--- config.mk ---
export PLATFORM = sky130hd
export DESIGN_NAME = dts_ram
export DESIGN_NICKNAME = d
export VERILOG_FILES = /design/src/rtl/dts_ram.sv
export SDC_FILE = /design/constraint.sdc
export NUM_CORES = 1
export LEC_CHECK = 0
export BUFFER_PORTS_ARGS = -buffer_cell sky130_fd_sc_hd__buf_2
export CELL_PAD_IN_SITES_DETAIL_PLACEMENT = 0
export CELL_PAD_IN_SITES_GLOBAL_PLACEMENT = 1
export CORE_MARGIN = 2
export CORE_UTILIZATION = 30
export DETAILED_ROUTE_END_ITERATION = 16
export PLACE_DENSITY_LB_ADDON = 0.15
export SLEW_MARGIN = 40
export SYNTH_ARGS = -nofsm -noshare
export SYNTH_HDL_FRONTEND = slang
export SYNTH_SLANG_ARGS = --single-unit
--- constraint.sdc ---
create_clock -name clk_i -period 4.2 [get_ports clk_i]
set_input_delay 0.42 -clock clk_i [delete_from_list [all_inputs] [get_ports clk_i]]
set_output_delay 0.42 -clock clk_i [all_outputs]
set_load 0.01 [all_outputs]
--- src/rtl/dts_ram.sv ---
// simple dual-port memory, one write port and one registered read port
module dts_ram #(
  parameter int unsigned Width = 8,
  parameter int unsigned Depth = 64,
  parameter int unsigned AddrW = 6
) (
  input  logic             clk_i,
  input  logic             we_i,
  input  logic [AddrW-1:0] waddr_i,
  input  logic [Width-1:0] wdata_i,
  input  logic [AddrW-1:0] raddr_i,
  output logic [Width-1:0] rdata_o
);

  logic [Width-1:0] mem_q [Depth];
  logic [Width-1:0] rdata_q;

  always_ff @(posedge clk_i) begin
    if (we_i) begin
      mem_q[waddr_i] <= wdata_i;
    end
    rdata_q <= mem_q[raddr_i];
  end

  assign rdata_o = rdata_q;

endmodule

==> metrics.yaml, run 1 <==
first_iter_violations: 724
cts_tree: "built"
htreeDepth: 2
drc: 0
syn_area_sq_um: 20200
slowest_stage: "mux4_2"
slew_violations: 0
grt_usage_pct: 15.6
switching_power_mw: 2.36
ys.flop_type: "edfxtp_1"
start_util_pct: 30.2
wl_um: 53100
synth_cell_type_count: 40
muxShareOfSynthArea_pct: 15.9
combPwrFrac_pct: 5.2
clock_sinks: 520
vias: 9500
yosys_warnings: 0
grt_util_met3_pct: 2.56
nets: 1036
vias_per_cell: 4.92
cts_setup_buffers: 0
synthCells: 940
path_max_fanout: 36
grt_pass1_vias: 10089
multi_input_comb_area_sq_um: 4490
busiest_layer: "met2"
syn_nets: 962
maxCapViolations: 0
tightest_slew_ns: 0.876
die_height_um: 263
ioPinCount: 30
row_count: 95
synth_simple_gate_area_share_pct: 3.39
ff_latch_area_sq_um: 15500
dpl.hpwl_um: 33200
layout_min_cycle_time_ns: 2.40
drive_gt1_share_pct: 32.2
place_ws_ns: 1.05
finalSetupViolations: 0
diodes: 0
dieArea_sq_um: 69300
synth_most_common_cell: "edfxtp_1"
p_per_area_nw_per_um2: 470
fmax_ghz: 0.416
port_buffers: 29
slew_headroom_pct: 41.4
synth_xor_area_share_pct: 0
ys_seq_elements: 520
clockRootBuffer: "clkbuf_16"
hold_violations: 0
ant_nets: 0
coreArea_sq_um: 66800
cpPeakStageDelay_ns: 0.52
hold_class: "primary input to flop"
stdcell_area_sq_um: 23300
synth_top_family_by_area: "multiplexers"
synth_edf_count: 512
postPlaceCellArea_sq_um: 21600
ctsHoldBuffers: 0
grt_util_met2_pct: 25.2
synthToLayoutAreaGrowth_pct: 15.6
synth_compound_gate_area_share_pct: 2.07
gp_congestion: 0.733
power.internal_mw: 8.59
outcome: "completed"
cp_cell_sequence: "buf_8 > buf_4 > mux4_2 > mux2_2 > o221a_2 > nor3_1 > o32ai_1"
yosys.area.top_type: "edfxtp_1"
cts_resized: 0
vdd_drop_max_uv: 296
fin_ws_ns: 1.80
die_x_um: 263
crit_path_start_kind: "primary input"
path_clk_slew_ns: 0.06
drt_pass1_iterations: 4
synthArstFlopShare_pct: 0
critPathKind: "primary input to flop"
use_met1_pct: 21.8
insertion_delay_ns: 0.60
grt_max_degree: 65
synth_seq_area_share_pct: 77.0
synth_common_cells: "edfxtp_1, mux4_2, nor2_1, mux2i_1, nand2_1"
synthAdderAreaFrac_pct: 0
end_kind: "flop"
worstPathArrival_ns: 2.87
antenna_found_initial: 1
p_seq_share_pct: 52.7
setup_tns_ns: 0
syn_avg_cell_area_sq_um: 21.5
timing.final.crit_share_pct: 57.2
rsz0062_at_grt: "false"
p_leak_nw: 7.13
crit_required_ns: 4.66
wire_per_inst_um: 27.5
clkPwrFrac_pct: 42.1
synth_top_area_share_pct: 76.2
p_sw_share_pct: 21.6
fillers: 6246
ys_top_cells_by_area: "edfxtp_1, mux4_2, nor2_1"
cts_buffers: 55
clk_path_buf_depth: 3
skew_ns: 0.0200
grt.overflow.total: 0
grt_pass1_wl_um: 76600
==> per-layer routing <==
layer  vias up  routed length, um
li1       4097                  -
met2       156              25500
met3        79               1710
met5         -                 13
met4         2               1160
met1      5166              24700
==> path summary, 6_finish.rpt <==
| kind | start | endpoint | slack (ns) | depth (start not counted) |
|---|---|---|---|---|
| max | raddr_i[0] | rdata_o[6]$_DFF_P_ | 1.80 | 7 |
| min | wdata_i[2] | mem_q[17][2]$_DFFE_PP_ | 0.31 | 1 |
| max reg2reg | mem_q[29][6]$_DFFE_PP_ | rdata_o[6]$_DFF_P_ | 2.00 | 5 |
| min reg2reg | mem_q[31][6]$_DFFE_PP_ | rdata_o[6]$_DFF_P_ | 0.87 | 3 |
==> cell type report <==
cell class	count	area share, %
Timing Repair Buffer	68	2.16
Clock buffer	66	6.26
Tap cell	873	4.68
Clock inverter	36	1.01
Multi-Input combinational cell	369	19.3
Sequential cell	520	66.6
==> power groups by stage <==
stage	registers, mW	clock network [mW]	logic (mW)
floorplan	5.87	0	0.306
global placement	5.88	0	0.576
detailed placement	5.88	0	0.588
CTS	5.77	4.74	0.589
global route	5.77	4.91	0.617
finish	5.77	4.62	0.570
==> worst max-delay path: cells and delay by family <==
family          cells  cell delay, ns
compound gates      2            0.46
buf+inv             2            0.64
mux                 2            0.79
simple gates        1            0.50
==> cell families (layout without fill, tap and decap cells) <==
family          count (synthesis)  after routing
simple gates                  153            153
buf+inv                        51            170
mux                           162            162
flops                         520            520
compound gates                 54             54
==> placed cells by master, fill, tap and decap left out, drive strengths merged, types with 3 or more instances in the layout <==
master	n
nor3	7
nor2	83
o221ai	8
a211oi	4
clkinv	32
clkbuf	66
o21ai	4
a21oi	3
nand2	19
nand3b	3
mux2i	23
o22ai	8
a221oi	6
bufinv	3
nand3	13
o2111ai	3
nand2b	7
mux4	126
o2bb2ai	3
dfxtp	8
nor2b	14
edfxtp	512
buf	68
mux2	13
a22oi	3
==> metrics by stage <==
| stage | std cells | power, mW | utilization [%] | hold WS (ns) |
|---|---|---|---|---|
| after floorplan | 940 | 6.17 | - | 0.519 |
| after global placement | 1829 | 6.46 | 32.1 | 0.827 |
| after detailed placement | 1830 | 6.47 | 32.3 | 0.861 |
| after CTS | 1932 | 11.1 | 34.9 | 0.294 |
| after global routing | 1932 | 11.3 | 34.9 | 0.328 |
| final | 1932 | 11.0 | 34.9 | 0.314 |
==> registers in the layout (all words and copies together), names as in the netlist <==
name and count:
mem_q 512, rdata_o 8
Note: power is estimated with default switching activity, not from simulation.
==> run 2: changes to the inputs <==
==> constraint.sdc (replaced) <==
create_clock -name clk_i -period 2.1 [get_ports clk_i]
set_input_delay 0.21 -clock clk_i [delete_from_list [all_inputs] [get_ports clk_i]]
set_output_delay 0.21 -clock clk_i [all_outputs]
set_load 0.01 [all_outputs]
==> run 2 against run 1 <==
  * Critical endpoint is now rdata_o[0]$_DFF_P_
  * First-iteration DRC count increased by 5.5%
  * Highest routed layer is now met4
  * Design area grew 4.5%
  * Clock-buffer cell count is 8 higher
  * Setup slack got worse by 1.7 ns
  * Register-to-register slack worse by 1.9 ns
==> metrics.yaml, run 2 (synthesis gave the netlist of run 1 again) <==
outcome: "completed"
worstPathArrival_ns: 2.49  # -0.38 ns
path_clk_slew_ns: 0.06  # about the same
maxCapViolations: 0  # unchanged
crit_top_cell: "mux4_2"
instances_no_fill: 2053  # +6.3%
final_common_cell: "edfxtp_1"
hold_violations: 0  # unchanged
wire_per_inst_um: 25.2  # -8.2%
clock_sinks: 520  # unchanged
slew_headroom_pct: 56.8  # +15 points
cpPeakStageDelay_ns: 0.56  # +0.04 ns
dp.cells: 1948  # +6.4%
cts_tree: "built"
end_kind: "flop"
grt.overflow.total: 0  # unchanged
critPathKind: "flop to flop"
dieArea_sq_um: 69300  # unchanged
place_ws_ns: -0.233  # -1.29 ns
drt_pass1_iterations: 5  # +1
ctsHoldBuffers: 0  # unchanged
grt_max_degree: 65  # unchanged
row_count: 95  # unchanged
skew_ns: 0.0168  # -0.00322 ns
start_util_pct: 30.2  # unchanged
path_max_fanout: 1  # -97%
vdd_drop_max_uv: 529  # +79%
cts_setup_buffers: 0  # unchanged
vias: 9783  # +3.0%
layout_min_cycle_time_ns: 2.03
drc: 0  # unchanged
htreeDepth: 2  # unchanged
ant_nets: 0  # unchanged
drive_gt1_share_pct: 34.7  # +2.5 points
cts_resized: 0  # unchanged
dpl.hpwl_um: 34000  # +2.2%
crit_required_ns: 2.55  # -2.11 ns
first_iter_violations: 764  # +5.5%
nets: 1156  # +12%
coreArea_sq_um: 66800  # unchanged
clockRootBuffer: "clkbuf_16"
setup_tns_ns: 0  # unchanged
slowest_stage: "mux4_2"
vias_per_cell: 4.77  # -3.1%
p_leak_nw: 7.87  # +10%
cts_buffers: 57  # +3.6%
antenna_found_initial: 0  # -1
tightest_slew_ns: 0.649  # -0.228 ns
hold_class: "primary input to flop"
layout_common_cells: "edfxtp_1, buf_4, mux4_2, nor2_1, clkbuf_16"
grt_pass1_wl_um: 75500  # -1.5%
ioPinCount: 30  # unchanged
wl_um: 51800  # -2.4%
timing.final.crit_share_pct: 96.7
port_buffers: 29  # unchanged
diodes: 0  # unchanged
gp_congestion: 0.748  # +2.1%
regMostFlops: "mem_q"
insertion_delay_ns: 0.61  # about the same
slew_violations: 0  # unchanged
cp_cell_sequence: "mux4_2 > mux4_2 > nor2_1 > nor3_1 > o2bb2ai_1"
fin_ws_ns: 0.0688  # -1.73 ns
die_x_um: 263  # unchanged
finalSetupViolations: 0  # unchanged
p_per_area_nw_per_um2: 929  # +98%
clk_path_buf_depth: 3  # unchanged
rsz0062_at_grt: "false"
fmax_ghz: 0.492
largest_reg_flops: 512  # unchanged
synthToLayoutAreaGrowth_pct: 20.9
grt_usage_pct: 15.2  # -0.39 points
die_height_um: 263  # unchanged
crit_path_start_kind: "flop"
grt_pass1_vias: 10394  # +3.0%
run 2: power breakdown:
part / switching [mW] / internal, mW
registers: 0.0382 / 11.5
clock network: 4.01 / 5.87
logic: 0.724 / 0.516
run 2: worst paths after layout:
kind	to	depth (start not counted)	slack [ns]	start
worst min-delay path	mem_q[1][4]$_DFFE_PP_	2	0.07	wdata_i[4]
worst min register to register	rdata_o[4]$_DFF_P_	3	0.84	mem_q[31][4]$_DFFE_PP_
worst max register to register	rdata_o[0]$_DFF_P_	5	0.07	mem_q[3][0]$_DFFE_PP_
worst max-delay path	rdata_o[0]$_DFF_P_	5	0.07	mem_q[3][0]$_DFFE_PP_
run 2: final cells by class:
cell class	instances	area, sq um
multi-input cells	369	4320
clock inverters	31	288
fillers	6188	42400
clock buffers	74	1570
flip-flops and latches	520	15500
well taps	873	1090
repair buffers	186	1570
run 2: critical path: cells and delay by family (launching register included):
family | cells | cell delay (ns)
muxes | 2 | 1.08
DFF | 1 | 0.36
AOI/OAI and AO/OA | 1 | 0.23
and+or+nand+nor | 2 | 0.21
run 2: through the flow:
step	power, mW	util (%)	area [sq um]	hold WS, ns
2_1_floorplan	12.3	-	20200	0.309
3_5_place_dp	13.0	33.7	22500	0.607
6_report	22.6	36.5	24400	0.0728
5_1_grt	23.4	36.5	24400	0.0778
4_1_cts	23.0	36.5	24400	0.0519
3_3_place_gp	13.0	33.6	22500	0.610
run 2: metal layers:
metal  share of wire, %  global-route usage, %
met4                2.1                   4.45
met2                 48                   24.5
met3                3.1                   2.22
met1                 47                   21.3
met5                  0                      0
==> run 3: changes to the inputs <==
==> constraint.sdc (replaced) <==
create_clock -name clk_i -period 2.5 [get_ports clk_i]
set_input_delay 0.25 -clock clk_i [delete_from_list [all_inputs] [get_ports clk_i]]
set_output_delay 0.25 -clock clk_i [all_outputs]
set_load 0.01 [all_outputs]
==> run 3 against run 2 <==
  * Routed wire length up 1.5%
  * Clock power is 16% lower
  * Power shrank 16%
  * Register-to-register slack better by 0.33 ns
  * Clock skew increased by 0.012 ns
  * Design area fell by 1.4%
  * Worst hold slack improved by 0.053 ns
  * Fmax down 3.1%
  * Cell count is 1.9% lower
  * Clock-buffer cell count fell by 5
  * Sequential share of layout area up 0.92 points
  * Critical endpoint is now rdata_o[6]$_DFF_P_
  * Largest cell class unchanged
  * Largest power group unchanged
==> metrics.yaml, run 3 (synthesis gave the netlist of run 1 again) <==
outcome: "completed"
cts_setup_buffers: 0  # unchanged
power.total_mw: 19.0  # -16%
cpPeakStageDelay_ns: 0.47  # -0.09 ns
synthToLayoutAreaGrowth_pct: 19.1
cts_buffers: 56  # -1.8%
wl_met2_um: 25700  # +4.2%
slew_violations: 0  # unchanged
crit_required_ns: 2.97  # +0.42 ns
finalSetupViolations: 0  # unchanged
path_clk_slew_ns: 0.06  # about the same
skew_ns: 0.0290  # +0.0123 ns
nets: 1119  # -3.2%
wire_per_inst_um: 26.1  # +3.4%
clk_path_buf_depth: 3  # unchanged
largest_reg_flops: 512  # unchanged
regMostFlops: "mem_q"
fmax_ghz: 0.477  # -3.1%
hold_class: "primary input to flop"
antenna_found_initial: 2  # +2
top_layer: "met4"
grt_usage_pct: 15.4  # +0.22 points
row_count: 95  # unchanged
fillers: 6212  # +0.39%
vias: 9747  # -0.37%
grt_max_degree: 65  # unchanged
ff_latch_area_sq_um: 15500  # unchanged
dieArea_sq_um: 69300  # unchanged
wl_um: 52600  # +1.5%
grt_pass1_wl_um: 76600  # +1.4%
drc: 0  # unchanged
ioPinCount: 30  # unchanged
timing.final.crit_share_pct: 83.9  # -13 points
cp_cell_sequence: "mux4_2 > mux2_2 > o221a_2 > nor3_1 > o32ai_1"
insertion_delay_ns: 0.61  # about the same
slew_headroom_pct: 51.4  # -5.3 points
clockRootBuffer: "clkbuf_16"
crit_path_start_kind: "flop"
postPlaceCellArea_sq_um: 22200  # -1.5%
end_kind: "flop"
maxCapViolations: 0  # unchanged
cts_tree: "built"
grt.overflow.total: 0  # unchanged
hold_violations: 0  # unchanged
port_buffers: 29  # unchanged
critPathKind: "flop to flop"
htreeDepth: 2  # unchanged
die_height_um: 263  # unchanged
clock_sinks: 520  # unchanged
tightest_slew_ns: 0.727  # +0.0782 ns
dpl.hpwl_um: 34500  # +1.5%
path_max_fanout: 1  # unchanged
layout_min_cycle_time_ns: 2.10  # +0.0657 ns
start_util_pct: 30.2  # unchanged
coreArea_sq_um: 66800  # unchanged
grt_pass1_vias: 10380  # -0.13%
layout_common_cells: "edfxtp_1, mux4_2, buf_4, nor2_1, clkbuf_16"
vias_per_cell: 4.84  # +1.5%
worstPathArrival_ns: 2.57  # +0.08 ns
first_iter_violations: 706  # -7.6%
cts_resized: 0  # unchanged
hold_slack_ns: 0.126  # +0.0530 ns
diodes: 0  # unchanged
p_per_area_nw_per_um2: 790  # -15%
vdd_drop_max_uv: 544  # +2.9%
drive_gt1_share_pct: 32.7  # -2.0 points
slowest_stage: "mux4_2"
drt_pass1_iterations: 5  # unchanged
multi_input_comb_area_sq_um: 4320  # unchanged
p_leak_nw: 7.64  # -2.9%
ant_nets: 0  # unchanged
gp_congestion: 0.732  # -2.1%
final_common_cell: "edfxtp_1"
routed-wl-met3_um: 1830  # +15%
stdcell_area_sq_um: 24000  # -1.4%
ctsHoldBuffers: 0  # unchanged
die_x_um: 263  # unchanged
met1_length_um: 24200  # -0.81%
rsz0062_at_grt: "false"
==> run 3: where the power goes <==
| part | switching, mW | leakage, nW | total [mW] | internal, mW |
|---|---|---|---|---|
| clock | 3.43 | 0.885 | 8.30 | 4.88 |
| sequential | 0.0372 | 4.67 | 9.69 | 9.65 |
| combinational | 0.602 | 2.08 | 0.999 | 0.397 |
| total | 4.07 | 7.64 | 19.0 | 14.9 |
==> run 3: final timing paths <==
kind / start / end / slack [ns] / cells past startpoint
setup / recovery: mem_q[20][6]$_DFFE_PP_ / rdata_o[6]$_DFF_P_ / 0.40 / 5
hold / removal: raddr_i[5] / rdata_o[4]$_DFF_P_ / 0.13 / 3
setup reg to reg: mem_q[20][6]$_DFFE_PP_ / rdata_o[6]$_DFF_P_ / 0.40 / 5
hold reg to reg: mem_q[27][4]$_DFFE_PP_ / rdata_o[4]$_DFF_P_ / 0.82 / 3
==> run 3: final cells by class <==
cell class,count,area share [%]
clock buffer,69,6.21
clock inverter,34,1.49
multi-input combinational,369,18.0
sequential,520,64.7
tap,873,4.55
timing repair buffer,150,5.13
==> run 3: routing by layer <==
metal	vias up	GRT usage [%]
li1	4252	-
met4	0	3.17
met5	-	0
met1	5241	21.6
met2	186	25.5
met3	68	2.39
==> run 3: worst max-delay path, delay by kind of cell (launching register included) <==
family           cells  cell delay (ns)
AO/OA/AOI/OAI        2             0.44
flip-flops           1             0.36
AND/OR/NAND/NOR      1             0.40
multiplexers         2             0.75
==> run 3: per-stage QoR <==
step | utilization, % | setup slack [ns] | cells | TNS, ns
after detailed placement | 33.2 | 0.0158 | 1912 | 0
after global routing | 36.0 | 0.335 | 2015 | 0
final | 36.0 | 0.403 | 2015 | 0
after CTS | 36.0 | 0.332 | 2015 | 0
after floorplan | - | 0.582 | 940 | 0
after global placement | 33.2 | -0.0117 | 1912 | -0.0117
